<file path="src/sv/ripv2_pkg.sv">
// ============================================================================
// ripv2_pkg
// Types and constants shared by the RIPv2 packet parser modules.
// ============================================================================
package ripv2_pkg;

    // Verdict status codes
    localparam logic [3:0] ST_OK        = 4'd0;
    localparam logic [3:0] ST_TRUNCATED = 4'd1;
    localparam logic [3:0] ST_COMMAND   = 4'd2;
    localparam logic [3:0] ST_VERSION   = 4'd3;
    localparam logic [3:0] ST_ZERO      = 4'd4;
    localparam logic [3:0] ST_FAMILY    = 4'd5;
    localparam logic [3:0] ST_TAG       = 4'd6;
    localparam logic [3:0] ST_MASK      = 4'd7;
    localparam logic [3:0] ST_METRIC    = 4'd8;
    localparam logic [3:0] ST_TOO_MANY  = 4'd9;

    // RIP command codes
    localparam logic [1:0] CMD_NONE     = 2'd0;
    localparam logic [1:0] CMD_REQUEST  = 2'd1;
    localparam logic [1:0] CMD_RESPONSE = 2'd2;

    // Header and entry layout
    localparam logic [7:0]  RIP_VERSION     = 8'd2;
    localparam logic [7:0]  FAMILY_INET     = 8'd2;
    localparam logic [6:0]  UDP_HDR_BYTES   = 7'd8;
    localparam logic [6:0]  RIP_HDR_END     = 7'd12;   // UDP header plus RIP header
    localparam logic [4:0]  ENTRY_LAST_OFF  = 5'd19;
    localparam logic [4:0]  ENTRY_MASK_OFF  = 5'd11;
    localparam logic [4:0]  ENTRY_BYTES     = 5'd20;
    localparam logic [31:0] METRIC_LIMIT    = 32'd17;

    // Entry count saturation: 31 entries span 620 bytes
    localparam logic [9:0]  COUNT_SAT_BYTES = 10'd620;
    // Reciprocal of 20 in 0.16 fixed point, exact for spans up to 620
    localparam logic [20:0] COUNT_RECIP     = 21'd3277;

    // Event queue between front and back
    localparam int QUEUE_DEPTH = 4;
    localparam int QUEUE_AW    = 2;

    typedef struct packed {
        logic [7:0] data_byte;
        logic       final_byte;
    } request_t;

    typedef struct packed {
        logic        is_verdict;
        logic [1:0]  rip_command;
        logic [4:0]  entry_index;
        logic [31:0] route_address;
        logic [31:0] route_mask;
        logic [31:0] next_hop;
        logic [31:0] route_metric;
        logic [3:0]  status;
        logic [4:0]  entry_count;
        logic        last_result;
    } result_t;

    // One byte's outcome: an entry, a verdict, or both
    typedef struct packed {
        logic        has_entry;
        logic        has_verdict;
        logic [1:0]  rip_command;
        logic [4:0]  entry_index;
        logic [31:0] route_address;
        logic [31:0] route_mask;
        logic [31:0] next_hop;
        logic [31:0] route_metric;
        logic [3:0]  status;
        logic [9:0]  count_span;   // entry bytes declared, clamped at 620
    } event_t;

endpackage

</file>
<file path="src/sv/ripv2_front.sv">
// ============================================================================
// ripv2_front
// Byte parser: tracks position in the packet, checks the IPv4 length fields,
// the RIP header and each route entry, and raises one event per byte that
// completes an entry or ends the packet.
// ============================================================================
module ripv2_front #(
    parameter int MAX_ENTRIES = 25
) (
    input  logic                 clk,
    input  logic                 rst_n,
    input  ripv2_pkg::request_t  request,
    input  logic                 push,
    input  logic                 full,
    output ripv2_pkg::event_t    evt,
    output logic                 evt_push
);

    // Declared entry bytes at or beyond which the count exceeds the limit
    localparam logic [15:0] TOO_MANY_BYTES = 16'(20 * (MAX_ENTRIES + 1));

    logic [15:0] pos_reg;
    logic [3:0]  hw_reg;
    logic [15:0] dl_reg;
    logic [1:0]  cmd_reg, cmd_next;
    logic [4:0]  off_reg, off_next;
    logic [4:0]  en_reg, en_next;
    logic [31:0] acc_reg [4];
    logic [31:0] acc_next [4];
    logic [3:0]  err_reg, err_next;

    logic        take;
    logic [7:0]  b;
    logic [3:0]  hw_eff;
    logic [15:0] dl_eff;
    logic [6:0]  hdr_len;
    logic [6:0]  hstart;
    logic        diff_ok;
    logic [15:0] diff;
    logic [15:0] entry_end;
    logic        entries_left;
    logic [9:0]  span;
    logic [3:0]  err_a;
    logic [3:0]  code;
    logic        in_entry;
    logic        emit;
    logic [3:0]  off_m4;
    logic [1:0]  acc_k;
    logic [1:0]  acc_sh;
    logic [31:0] mask_be;
    logic [31:0] mask_inv;
    logic [31:0] metric_be;
    logic [16:0] received;
    logic [15:0] need;
    logic        trunc;

    assign take = push && !full;
    assign b    = request.data_byte;

    // Resolve header length and total length as updated by this byte
    always_comb
    begin
        hw_eff = (pos_reg == 16'd0) ? b[3:0] : hw_reg;
        dl_eff = dl_reg;
        if (pos_reg == 16'd2)
        begin
            dl_eff = {b, dl_reg[7:0]};
        end
        else if (pos_reg == 16'd3)
        begin
            dl_eff = {dl_reg[15:8], b};
        end
    end

    assign hdr_len      = {1'b0, hw_eff, 2'b00} + ripv2_pkg::RIP_HDR_END;
    assign hstart       = {1'b0, hw_eff, 2'b00} + ripv2_pkg::UDP_HDR_BYTES;
    assign diff_ok      = dl_eff >= {9'd0, hdr_len};
    assign diff         = dl_eff - {9'd0, hdr_len};
    assign entry_end    = {7'd0, en_reg, 4'd0} + {9'd0, en_reg, 2'd0}
                        + {11'd0, ripv2_pkg::ENTRY_BYTES};
    assign entries_left = diff_ok && (diff >= entry_end);

    // Clamp declared entry bytes for the verdict count
    always_comb
    begin
        if (!diff_ok)
        begin
            span = 10'd0;
        end
        else if (diff >= {6'd0, ripv2_pkg::COUNT_SAT_BYTES})
        begin
            span = ripv2_pkg::COUNT_SAT_BYTES;
        end
        else
        begin
            span = diff[9:0];
        end
    end

    // Flag too many entries once the length is complete
    assign err_a = (pos_reg == 16'd3 && diff_ok && diff >= TOO_MANY_BYTES
                    && err_reg == ripv2_pkg::ST_OK) ? ripv2_pkg::ST_TOO_MANY : err_reg;

    assign off_m4 = 4'(off_reg - 5'd4);
    assign acc_k  = off_m4[3:2];
    assign acc_sh = off_m4[1:0];

    // Check RIP header and entry bytes
    always_comb
    begin
        cmd_next  = cmd_reg;
        off_next  = off_reg;
        en_next   = en_reg;
        code      = ripv2_pkg::ST_OK;
        in_entry  = 1'b0;
        emit      = 1'b0;
        mask_be   = '0;
        mask_inv  = '0;
        metric_be = '0;
        for (int i = 0; i < 4; i++)
        begin
            acc_next[i] = acc_reg[i];
        end

        priority if (pos_reg == {9'd0, hstart})
        begin
            if (b == {6'd0, ripv2_pkg::CMD_REQUEST} || b == {6'd0, ripv2_pkg::CMD_RESPONSE})
            begin
                cmd_next = b[1:0];
            end
            else
            begin
                cmd_next = ripv2_pkg::CMD_NONE;
                code     = ripv2_pkg::ST_COMMAND;
            end
        end
        else if (pos_reg == {9'd0, hstart} + 16'd1)
        begin
            if (b != ripv2_pkg::RIP_VERSION)
            begin
                code = ripv2_pkg::ST_VERSION;
            end
        end
        else if (pos_reg == {9'd0, hstart} + 16'd2 || pos_reg == {9'd0, hstart} + 16'd3)
        begin
            if (b != 8'd0)
            begin
                code = ripv2_pkg::ST_ZERO;
            end
        end
        else if (pos_reg >= {9'd0, hstart} + 16'd4 && err_a == ripv2_pkg::ST_OK
                 && entries_left)
        begin
            in_entry = 1'b1;
            priority if (off_reg == 5'd0)
            begin
                if (b != 8'd0)
                begin
                    code = ripv2_pkg::ST_FAMILY;
                end
            end
            else if (off_reg == 5'd1)
            begin
                if (b != ((cmd_reg == ripv2_pkg::CMD_REQUEST) ? 8'd0 : ripv2_pkg::FAMILY_INET))
                begin
                    code = ripv2_pkg::ST_FAMILY;
                end
            end
            else if (off_reg == 5'd2 || off_reg == 5'd3)
            begin
                if (b != 8'd0)
                begin
                    code = ripv2_pkg::ST_TAG;
                end
            end
            else
            begin
                if (acc_sh == 2'd0)
                begin
                    acc_next[acc_k] = {24'd0, b};
                end
                else
                begin
                    acc_next[acc_k][{acc_sh, 3'b000} +: 8] = b;
                end
                // Netmask must be ones then zeros, read big endian
                if (off_reg == ripv2_pkg::ENTRY_MASK_OFF)
                begin
                    mask_be  = {acc_next[1][7:0], acc_next[1][15:8],
                                acc_next[1][23:16], acc_next[1][31:24]};
                    mask_inv = ~mask_be;
                    if ((mask_inv & (mask_inv + 32'd1)) != 32'd0)
                    begin
                        code = ripv2_pkg::ST_MASK;
                    end
                end
                // Metric closes the entry
                if (off_reg == ripv2_pkg::ENTRY_LAST_OFF)
                begin
                    metric_be = {acc_next[3][7:0], acc_next[3][15:8],
                                 acc_next[3][23:16], acc_next[3][31:24]};
                    if (metric_be < 32'd1 || metric_be >= ripv2_pkg::METRIC_LIMIT)
                    begin
                        code = ripv2_pkg::ST_METRIC;
                    end
                end
            end

            // Advance within the entry while it stays clean
            if (code == ripv2_pkg::ST_OK)
            begin
                if (off_reg == ripv2_pkg::ENTRY_LAST_OFF)
                begin
                    emit     = 1'b1;
                    en_next  = en_reg + 5'd1;
                    off_next = 5'd0;
                end
                else
                begin
                    off_next = off_reg + 5'd1;
                end
            end
        end
        else
        begin
            code = ripv2_pkg::ST_OK;
        end
    end

    // Keep the first error, then check for truncation on the final byte
    always_comb
    begin
        err_next = err_a;
        if (err_a == ripv2_pkg::ST_OK && code != ripv2_pkg::ST_OK)
        begin
            err_next = code;
        end
    end

    assign received = {1'b0, pos_reg} + 17'd1;
    assign need     = (dl_eff > ({9'd0, hstart} + 16'd4)) ? dl_eff : ({9'd0, hstart} + 16'd4);
    assign trunc    = received < {1'b0, need};

    // Build the event for this byte
    always_comb
    begin
        evt.has_entry     = emit;
        evt.has_verdict   = request.final_byte;
        evt.rip_command   = cmd_next;
        evt.entry_index   = en_reg;
        evt.route_address = acc_next[0];
        evt.route_mask    = acc_next[1];
        evt.next_hop      = acc_next[2];
        evt.route_metric  = acc_next[3];
        evt.status        = (err_next == ripv2_pkg::ST_OK && trunc)
                          ? ripv2_pkg::ST_TRUNCATED : err_next;
        evt.count_span    = span;
    end

    assign evt_push = take && (emit || request.final_byte);

    // Hold field accumulators
    always_ff @(posedge clk)
    begin
        if (take && in_entry)
        begin
            for (int i = 0; i < 4; i++)
            begin
                acc_reg[i] <= acc_next[i];
            end
        end
    end

    // Advance parser state, drop back to start after the final byte
    always_ff @(posedge clk or negedge rst_n)
    begin
        if (!rst_n)
        begin
            pos_reg <= '0;
            hw_reg  <= '0;
            dl_reg  <= '0;
            cmd_reg <= ripv2_pkg::CMD_NONE;
            off_reg <= '0;
            en_reg  <= '0;
            err_reg <= ripv2_pkg::ST_OK;
        end
        else if (take)
        begin
            if (request.final_byte)
            begin
                pos_reg <= '0;
                hw_reg  <= '0;
                dl_reg  <= '0;
                cmd_reg <= ripv2_pkg::CMD_NONE;
                off_reg <= '0;
                en_reg  <= '0;
                err_reg <= ripv2_pkg::ST_OK;
            end
            else
            begin
                pos_reg <= (pos_reg == 16'hffff) ? pos_reg : pos_reg + 16'd1;
                hw_reg  <= hw_eff;
                dl_reg  <= dl_eff;
                cmd_reg <= cmd_next;
                off_reg <= off_next;
                en_reg  <= en_next;
                err_reg <= err_next;
            end
        end
    end

endmodule

</file>
<file path="src/sv/ripv2_queue.sv">
// ============================================================================
// ripv2_queue
// Short event queue that lets the parser and the result side stall apart.
// ============================================================================
module ripv2_queue (
    input  logic               clk,
    input  logic               rst_n,
    input  logic               wr_en,
    input  ripv2_pkg::event_t  wr_evt,
    input  logic               rd_en,
    output ripv2_pkg::event_t  head,
    output logic               full,
    output logic               empty
);

    ripv2_pkg::event_t slot_reg [ripv2_pkg::QUEUE_DEPTH];

    logic [ripv2_pkg::QUEUE_AW-1:0] wr_ptr_reg;
    logic [ripv2_pkg::QUEUE_AW-1:0] rd_ptr_reg;
    logic [ripv2_pkg::QUEUE_AW:0]   count_reg;

    assign full  = (count_reg == (ripv2_pkg::QUEUE_AW + 1)'(ripv2_pkg::QUEUE_DEPTH));
    assign empty = (count_reg == '0);
    assign head  = slot_reg[rd_ptr_reg];

    // Store incoming events
    always_ff @(posedge clk)
    begin
        if (wr_en)
        begin
            slot_reg[wr_ptr_reg] <= wr_evt;
        end
    end

    // Advance pointers and occupancy
    always_ff @(posedge clk or negedge rst_n)
    begin
        if (!rst_n)
        begin
            wr_ptr_reg <= '0;
            rd_ptr_reg <= '0;
            count_reg  <= '0;
        end
        else
        begin
            if (wr_en)
            begin
                wr_ptr_reg <= wr_ptr_reg + 1'b1;
            end
            if (rd_en)
            begin
                rd_ptr_reg <= rd_ptr_reg + 1'b1;
            end
            unique case ({wr_en, rd_en})
                2'b10:   count_reg <= count_reg + 1'b1;
                2'b01:   count_reg <= count_reg - 1'b1;
                default: count_reg <= count_reg;
            endcase
        end
    end

endmodule

</file>
<file path="src/sv/ripv2_back.sv">
// ============================================================================
// ripv2_back
// Result side: turns each queued event into an entry result, a verdict, or
// an entry followed by a verdict, and works out the declared entry count.
// ============================================================================
module ripv2_back (
    input  logic               clk,
    input  logic               rst_n,
    input  ripv2_pkg::event_t  head,
    input  logic               head_valid,
    input  logic               pop,
    output ripv2_pkg::result_t result,
    output logic               head_done
);

    logic        entry_done_reg;
    logic        show_entry;
    logic        taken;
    logic [20:0] count_prod;

    assign show_entry = head.has_entry && !entry_done_reg;
    assign taken      = pop && head_valid;
    assign head_done  = taken && !(show_entry && head.has_verdict);

    // Divide the declared entry bytes by the entry size
    assign count_prod = {11'd0, head.count_span} * ripv2_pkg::COUNT_RECIP;

    // Present the entry first, then the verdict
    always_comb
    begin
        result.is_verdict    = !show_entry;
        result.rip_command   = head.rip_command;
        result.entry_index   = show_entry ? head.entry_index : 5'd0;
        result.route_address = show_entry ? head.route_address : 32'd0;
        result.route_mask    = show_entry ? head.route_mask : 32'd0;
        result.next_hop      = show_entry ? head.next_hop : 32'd0;
        result.route_metric  = show_entry ? head.route_metric : 32'd0;
        result.status        = show_entry ? ripv2_pkg::ST_OK : head.status;
        result.entry_count   = show_entry ? 5'd0 : count_prod[20:16];
        result.last_result   = show_entry ? !head.has_verdict : 1'b1;
    end

    // Mark the entry half of a combined event as delivered
    always_ff @(posedge clk or negedge rst_n)
    begin
        if (!rst_n)
        begin
            entry_done_reg <= 1'b0;
        end
        else if (taken)
        begin
            entry_done_reg <= show_entry && head.has_verdict;
        end
    end

endmodule

</file>
<file path="src/sv/ripv2_packet_parser.sv">
// ============================================================================
// ripv2_packet_parser
// RIPv2 packet parser: checks an IPv4/UDP/RIPv2 packet byte by byte, emits
// each good route entry and ends each packet with a verdict.
// ============================================================================
//
//  Channel  | Handshake          | Payload                        | Per request
//  ---------+--------------------+--------------------------------+----------------------
//  input    | push / full        | request  (data_byte, final)    | one packet byte
//  results  | pop  / empty       | result   (entry or verdict)    | zero, one or two
//
//  One byte is taken every cycle while full is low; the parser checks it combinationally.
//  A result is visible once its event, registered in the queue, reaches the queue head.
//  A byte that ends an entry and the packet gives two results, popped one
//  after the other from one event queue slot.
//  full rises only when the four-slot event queue is full.
//  Reset clears parser state and the queue; no clearing pass.
//
module ripv2_packet_parser #(
    parameter int MAX_ENTRIES = 25
) (
    input  logic                 clk,
    input  logic                 rst_n,
    input  logic                 push,
    output logic                 full,
    input  ripv2_pkg::request_t  request,
    input  logic                 pop,
    output logic                 empty,
    output ripv2_pkg::result_t   result
);

    ripv2_pkg::event_t evt;
    ripv2_pkg::event_t head;
    logic              evt_push;
    logic              head_done;

    // Parse bytes into events
    ripv2_front #(
        .MAX_ENTRIES (MAX_ENTRIES)
    ) u_front (
        .clk      (clk),
        .rst_n    (rst_n),
        .request  (request),
        .push     (push),
        .full     (full),
        .evt      (evt),
        .evt_push (evt_push)
    );

    // Buffer events between the two sides
    ripv2_queue u_queue (
        .clk    (clk),
        .rst_n  (rst_n),
        .wr_en  (evt_push),
        .wr_evt (evt),
        .rd_en  (head_done),
        .head   (head),
        .full   (full),
        .empty  (empty)
    );

    // Expand events into results
    ripv2_back u_back (
        .clk        (clk),
        .rst_n      (rst_n),
        .head       (head),
        .head_valid (!empty),
        .pop        (pop),
        .result     (result),
        .head_done  (head_done)
    );

endmodule
</file>
<file path="config.mk">
export PLATFORM = sky130hd
export DESIGN_NAME = ripv2_packet_parser
export DESIGN_NICKNAME = d
export VERILOG_FILES = /design/src/sv/ripv2_pkg.sv /design/src/sv/ripv2_front.sv /design/src/sv/ripv2_queue.sv /design/src/sv/ripv2_back.sv /design/src/sv/ripv2_packet_parser.sv
export SDC_FILE = /design/constraint.sdc
export NUM_CORES = 1
export LEC_CHECK = 0
export CORE_AREA = 3 3 278 280
export CTS_CLUSTER_DIAMETER = 60
export DETAILED_ROUTE_END_ITERATION = 12
export DIE_AREA = 0 0 281 283
export DONT_BUFFER_PORTS = 1
export GPL_ROUTABILITY_DRIVEN = 0
export PLACE_DENSITY = 0.74
export RECOVER_POWER = 25
export SLEW_MARGIN = 20
export SYNTH_ARGS = -nofsm -noshare
export SYNTH_HDL_FRONTEND = slang
export SYNTH_SLANG_ARGS = --single-unit
export TNS_END_PERCENT = 5
</file>
<file path="constraint.sdc">
create_clock -name clk -period 45.5 [get_ports clk]
set_input_delay 13.65 -clock clk [delete_from_list [all_inputs] [get_ports clk]]
set_output_delay 13.65 -clock clk [all_outputs]
set_load 0.1 [all_outputs]
</file>
# --- Yosys cells after proc, flatten, opt, wreduce, memory -nomap -nowiden ---
# Memory sizes are Yosys's and may differ from the RTL's.
# Cells that the tools add are included.
# W data, S select, Z words.
totals:
  register_bits: 60
  mem_bits_rw: 732
  in_bits: 13
  output_inout_bits: 148
  word_cells: 216
  mem_count: 2
memory_table:
  columns: ["memory", "depth", "width", "rd", "rd_ports_with_merged_regs", "wr", "line", "text"]
  rows:
  - ["u_queue.slot_reg", 4, 151, 1, 0, 1, "ripv2_queue.sv:16", "ripv2_pkg::event_t slot_reg [ripv2_pkg::QUEUE_DEPTH];"]
  - ["u_front.acc_reg", 4, 32, 4, 0, 4, "ripv2_front.sv:28", "logic [31:0] acc_reg [4];"]
op_classes:
  n_addsub: 20
  mul: 1
  order_cmp: 11
  eq_ne: 24
  n_shift: 2
  muxes: 97
  bitwise: 3
  reduce_logical: 45
ops:
  columns: ["op", "n"]
  rows:
  - ["$mux W128", 15]
  - ["$bwmux W128", 2]
  - ["$mux W32", 6]
  - ["$demux W32 S2", 2]
  - ["$mux W4", 21]
  - ["$mux W16", 5]
  - ["$mux W5", 16]
  - ["$eq A16 B16 Y1", 3]
  - ["$add A32 B1 Y32 const B", 1]
  - ["$and A32 B32 Y32", 1]
  - ["$eq A16 B2 Y1 const B", 2]
  - ["$ge A16 B10 Y1 const B", 2]
  - ["$ge A16 B16 Y1", 2]
  - ["$ge A32 B5 Y1 const B", 1]
  - ["$lt A32 B1 Y1 const B", 1]
  - ["$not A32 Y32", 1]
  - ["$reduce_bool A32 Y1", 1]
  - ["$shift A8 B7 Y32 const A", 1]
  - ["$shiftx A8 B7 Y32", 1]
  - ["$mul A10 B12 Y21 const B", 1]
  - ["$mux W10", 2]
  - ["$add A16 B1 Y17 const B", 1]
  - ["$lt A17 B16 Y1", 1]
  - ["$add A16 B1 Y16 const B", 1]
  - ["51 further kinds", 113]

# --- Depth between registers and ports, before layout ---
depth:
  ltp_word: 40
  depth_mapped: 32
  ltp_nobuf: 31

# --- Hierarchy ---
# From an unflattened synthesis, not the netlist that was laid out.
hier_totals:
  cells_unflattened: 2513
  area_unflattened_um2: 37681.1
modules_own_cells:
  columns: ["mod", "n_inst", "cells_per_inst", "area_per_inst_um2", "seq_area_each_um2"]
  rows:
  - ["ripv2_queue", 1, 826, 22153.7, 18312.6]
  - ["ripv2_front", 1, 1334, 12680.9, 5144.9]
  - ["ripv2_back", 1, 352, 2842.7, 25.0]
  - ["ripv2_packet_parser", 1, 1, 3.8, 0.0]

# --- Least setup slack after synthesis ---
# Ideal clock, no wire load.
synth_timing:
  path_kind: "input to register"
  startpoint: "input request[1] (netlist name)"
  endpoint: "memory u_queue.slot_reg[0][0] (netlist name) (enable)"
  setup_time_ns: 0.878
  arrival_time_ns: 28.473
  required_time_ns: 44.622
  slack_ns: 16.149
  cell_stages: 22
  n_path_buf: 2
  path_cell_list: "clkbuf_1 mux2i_1 nand2_1 nand2_1 xor2_1 nand2_1 o21ai_0 ha_1 a21o_1 and2_1 nor3_1 xnor2_1 inv_1 ha_1 nand4_1 nor2_1 a221oi_1 o211a_1 nor4_2 buf_4 a21oi_2 nor3b_1"
synth_via:
  elab_chain_len: 35
  word_cells_on_any_way: 71
  classes_between: "8 x add/sub; 6 x order compare; 5 x eq/ne; 1 x shift; 35 x mux; 2 x bitwise; 14 x reduce/logical"
synth_rtl:
  columns: ["element", "line", "text"]
  rows:
  - ["start, declared", "ripv2_packet_parser.sv:26", "input ripv2_pkg::request_t request,"]
  - ["$shiftx A8 B7 Y32", "ripv2_front.sv:184", "acc_next[acc_k][{acc_sh, 3'b000} +: 8] = b;"]
  - ["$bwmux W128", "ripv2_front.sv:184", null]
  - ["$mux W128", "ripv2_front.sv:178", "if (acc_sh == 2'd0)"]
  - ["$mux W128", "ripv2_front.sv:169", "else if (off_reg == 5'd2 || off_reg == 5'd3)"]
  - ["$mux W128", "ripv2_front.sv:162", "else if (off_reg == 5'd1)"]
  - ["$mux W128", "ripv2_front.sv:155", "priority if (off_reg == 5'd0)"]
  - ["$mux W128", "ripv2_front.sv:151", "else if (pos_reg >= {9'd0, hstart} + 16'd4 && err_a == ripv2_pkg::ST_OK"]
  - ["$mux W128", "ripv2_front.sv:144", "else if (pos_reg == {9'd0, hstart} + 16'd2 || pos_reg == {9'd0, hstart} + 16'd3)"]
  - ["[... 19 more ...]", null, null]
  - ["$mux W1", "ripv2_front.sv:151", null]
  - ["$mux W1", "ripv2_front.sv:144", null]
  - ["$mux W1", "ripv2_front.sv:137", "else if (pos_reg == {9'd0, hstart} + 16'd1)"]
  - ["$mux W1 (*)", "ripv2_front.sv:125", "priority if (pos_reg == {9'd0, hstart})"]
  - ["$logic_or A1 B1 Y1 (*)", "ripv2_front.sv:260", "assign evt_push = take && (emit || request.final_byte);"]
  - ["$logic_and A1 B1 Y1 (*)", "ripv2_front.sv:260", null]
  - ["$mux W1 (*)", "ripv2_queue.sv:29", "if (wr_en)"]
  - ["$mux W1 (not written as such) (*)", "ripv2_queue.sv:31", "slot_reg[wr_ptr_reg] <= wr_evt;"]
  - ["end, declared", "ripv2_queue.sv:16", null]
# Every way passes the cells marked *; elsewhere a longest branch is shown, timed or not. The select of a mux whose other input is x is not followed.

==> reports/qor.csv <==
metric,value,unit
routed wire length,92100,um
number of enable flip-flop cells after synthesis,732,
Core Box Area,74700,um^2
CTS H-tree depth,3,
Crit path arrival time,9210,ps
first-pass GRT wire length,140000,um
area of the mapped netlist,37400,um^2
largest net degree at the start of global routing,152,
number of global-route vias before repair,22500,
Worst slew margin,-1.11,
synth cell count leaders,"edfxtp_1, mux4_2, and2_1",
multi-input combinational cell area,13000,um^2
Final #Nets,2595,
DRC Markers,0,
port bufs,0,
FF/Latch Area,23500,um^2
Yosys reg bits,792,
post-route antenna net violation count,0,
clock sinks,792,
post-synthesis cell count,2455,
layout cells sized above 1,0.140,
hold slack,487,ps
max-capacitance violation count,9,
clk slew on worst S/H paths,60,ps
Mapped Avg Cell Area,15.2,um^2
crit path max fanout,45,
PostCTS Resize Cnt,0,
RSZ-0062 raised after global routing,no,
Top Ports,161,
hold buffers post-CTS,0,
ys flop type,edfxtp_1,
Via density,6.53,
violation count after the first detailed-routing iteration,3107,
Fmax,0.0437,GHz
Final Hold Vio Count,0,
Layout area overhead,9.21,%
count of warnings emitted by yosys,0,
final setup vio count,0,
worst min path class,flip-flop to flip-flop,
# diodes,0,
CTS tree,yes,
Die H,283,um
status,"complete, but fails checks",
CP Launch Type,flip-flop,
via count,22600,
Fin Setup TNS,0,ps
DR WL/cell,26.6,um
crit path capture type,output pin,
Synth cell types,101,
actual slew at the worst max-slew pin,3170,ps
failing checks,"max-capacitance violations, max-slew violations",
total grt overflow,0,
fin crit share,0.502,
main area contributors after synthesis,"edfxtp_1, mux4_2, dfrtp_1",
Placed Area,38400,um^2
"Seq/Total Area, Yosys",0.628,
Die ar.,79500,um^2
Clock Skew,32.8,ps
starting density of the core,0.501,
total CTS buffers,81,
Crit Path Category,flip-flop to output pin,
deepest clock path buffer count,3,
DRT Pass-1 Iters,7,
max FFs per register,604,
design area,40800,um^2
DP Wirelength,58300,um
die width,281,um
critical path required time,31850,ps
min Tclk post-route,22860,ps
fill count,5712,
root buffer cell,clkbuf_16,
ys async rst share,0.0758,
Worst-Skew Late Latency,650,ps
most numerous cell in the Yosys netlist,edfxtp_1,
Row Count,100,
post-synth top area share,0.588,
largest area contributor in the netlist,edfxtp_1,
Total Routing Usage GR,0.229,
number of antenna violations at the first check in global routing,1,
# Post-CTS Setup Buffers,0,
Slew Limit Fails,271,
[final timing paths]
path | to | slack (ps) | cells after the start | start
min in group asynchronous | u_queue.count_reg[0]$_DFFE_PN0P_ | 12710 | 0 | rst_n
worst min-delay path | u_front.dl_reg[4]$_DFFE_PN0P_ | 490 | 2 | u_front.dl_reg[4]$_DFFE_PN0P_
worst max register to register | u_queue.slot_reg[1][33]$_DFFE_PP_ | 36000 | 27 | u_front.pos_reg[0]$_DFFE_PN0P_
worst max-delay path | result[5] | 22640 | 18 | u_queue.rd_ptr_reg[0]$_DFFE_PN0P_
max in group asynchronous | u_front.err_reg[0]$_DFFE_PN0P_ | 32640 | 0 | rst_n
worst min register to register | u_front.dl_reg[4]$_DFFE_PN0P_ | 490 | 2 | u_front.dl_reg[4]$_DFFE_PN0P_
[through the flow]
step | setup slack, ps | std cells | utilization
after floorplan | 16150 | 2457 | -
after global placement | 24210 | 3322 | 0.514
after detailed placement | 24140 | 3322 | 0.514
after CTS | 23430 | 3468 | 0.548
after global routing | 21870 | 3468 | 0.547
final | 22640 | 3468 | 0.547
[layer usage]
layer	part of all wire	global-route usage
met4	0.042	0.0952
met5	0	0
met3	0.089	0.0428
met1	0.40	0.319
met2	0.47	0.356
[kinds of logic (layout without fill, tap and decap cells)]
group                      after synthesis  count (layout)  share of synthesized area
muxes                                  186             186                      0.101
other                                    1               3                   0.000100
buffers and inverters                  235             277                     0.0254
AOI/OAI and AO/OA                      443             443                     0.0882
xor gates and xnor gates                52              52                     0.0122
DFF                                    792             792                      0.628
adders and majority gates              147             147                     0.0549
and+or+nand+nor                        599             599                     0.0900
[layout make-up]
cell class,count,share of cell area
timing repair buffer,31,0.00637
multi-input combinational,1430,0.318
inverter,100,0.00925
sequential,792,0.575
clock buffer,101,0.0520
clock inverter,45,0.00983
tap,969,0.0297
[critical path, stage by stage (launching register included)]
cell and delay, ps:
dfrtp_1 1700, buf_4 930, mux4_2 660, ha_1 360, inv_1 80, fa_1 520, fa_1 520, inv_1 50
fa_1 530, fa_1 420, ha_1 320, a21o_1 170, a2111oi_0 360, o21ai_0 160, a31oi_1 370, o2111ai_1 250
a21oi_1 230, xnor2_1 90, nor2_2 810
[placed cells by master, fill, tap and decap left out, drive strengths merged, types with 20 or more instances in the layout]
cell type	n
nand3	49
a32o	41
nand2	129
a22o	52
o32a	20
buf	22
dfrtp	60
nor4	21
ha	117
nor2	89
nor3	33
a21oi	58
o21ai	80
mux4	151
clkbuf	110
edfxtp	732
inv	106
nand4	28
and2	147
xnor2	33
clkinv	34
fa	29
Power is left out: the tool's default activity adds up to more than one toggle a clock period on the data nets, which glitch-free logic cannot reach.
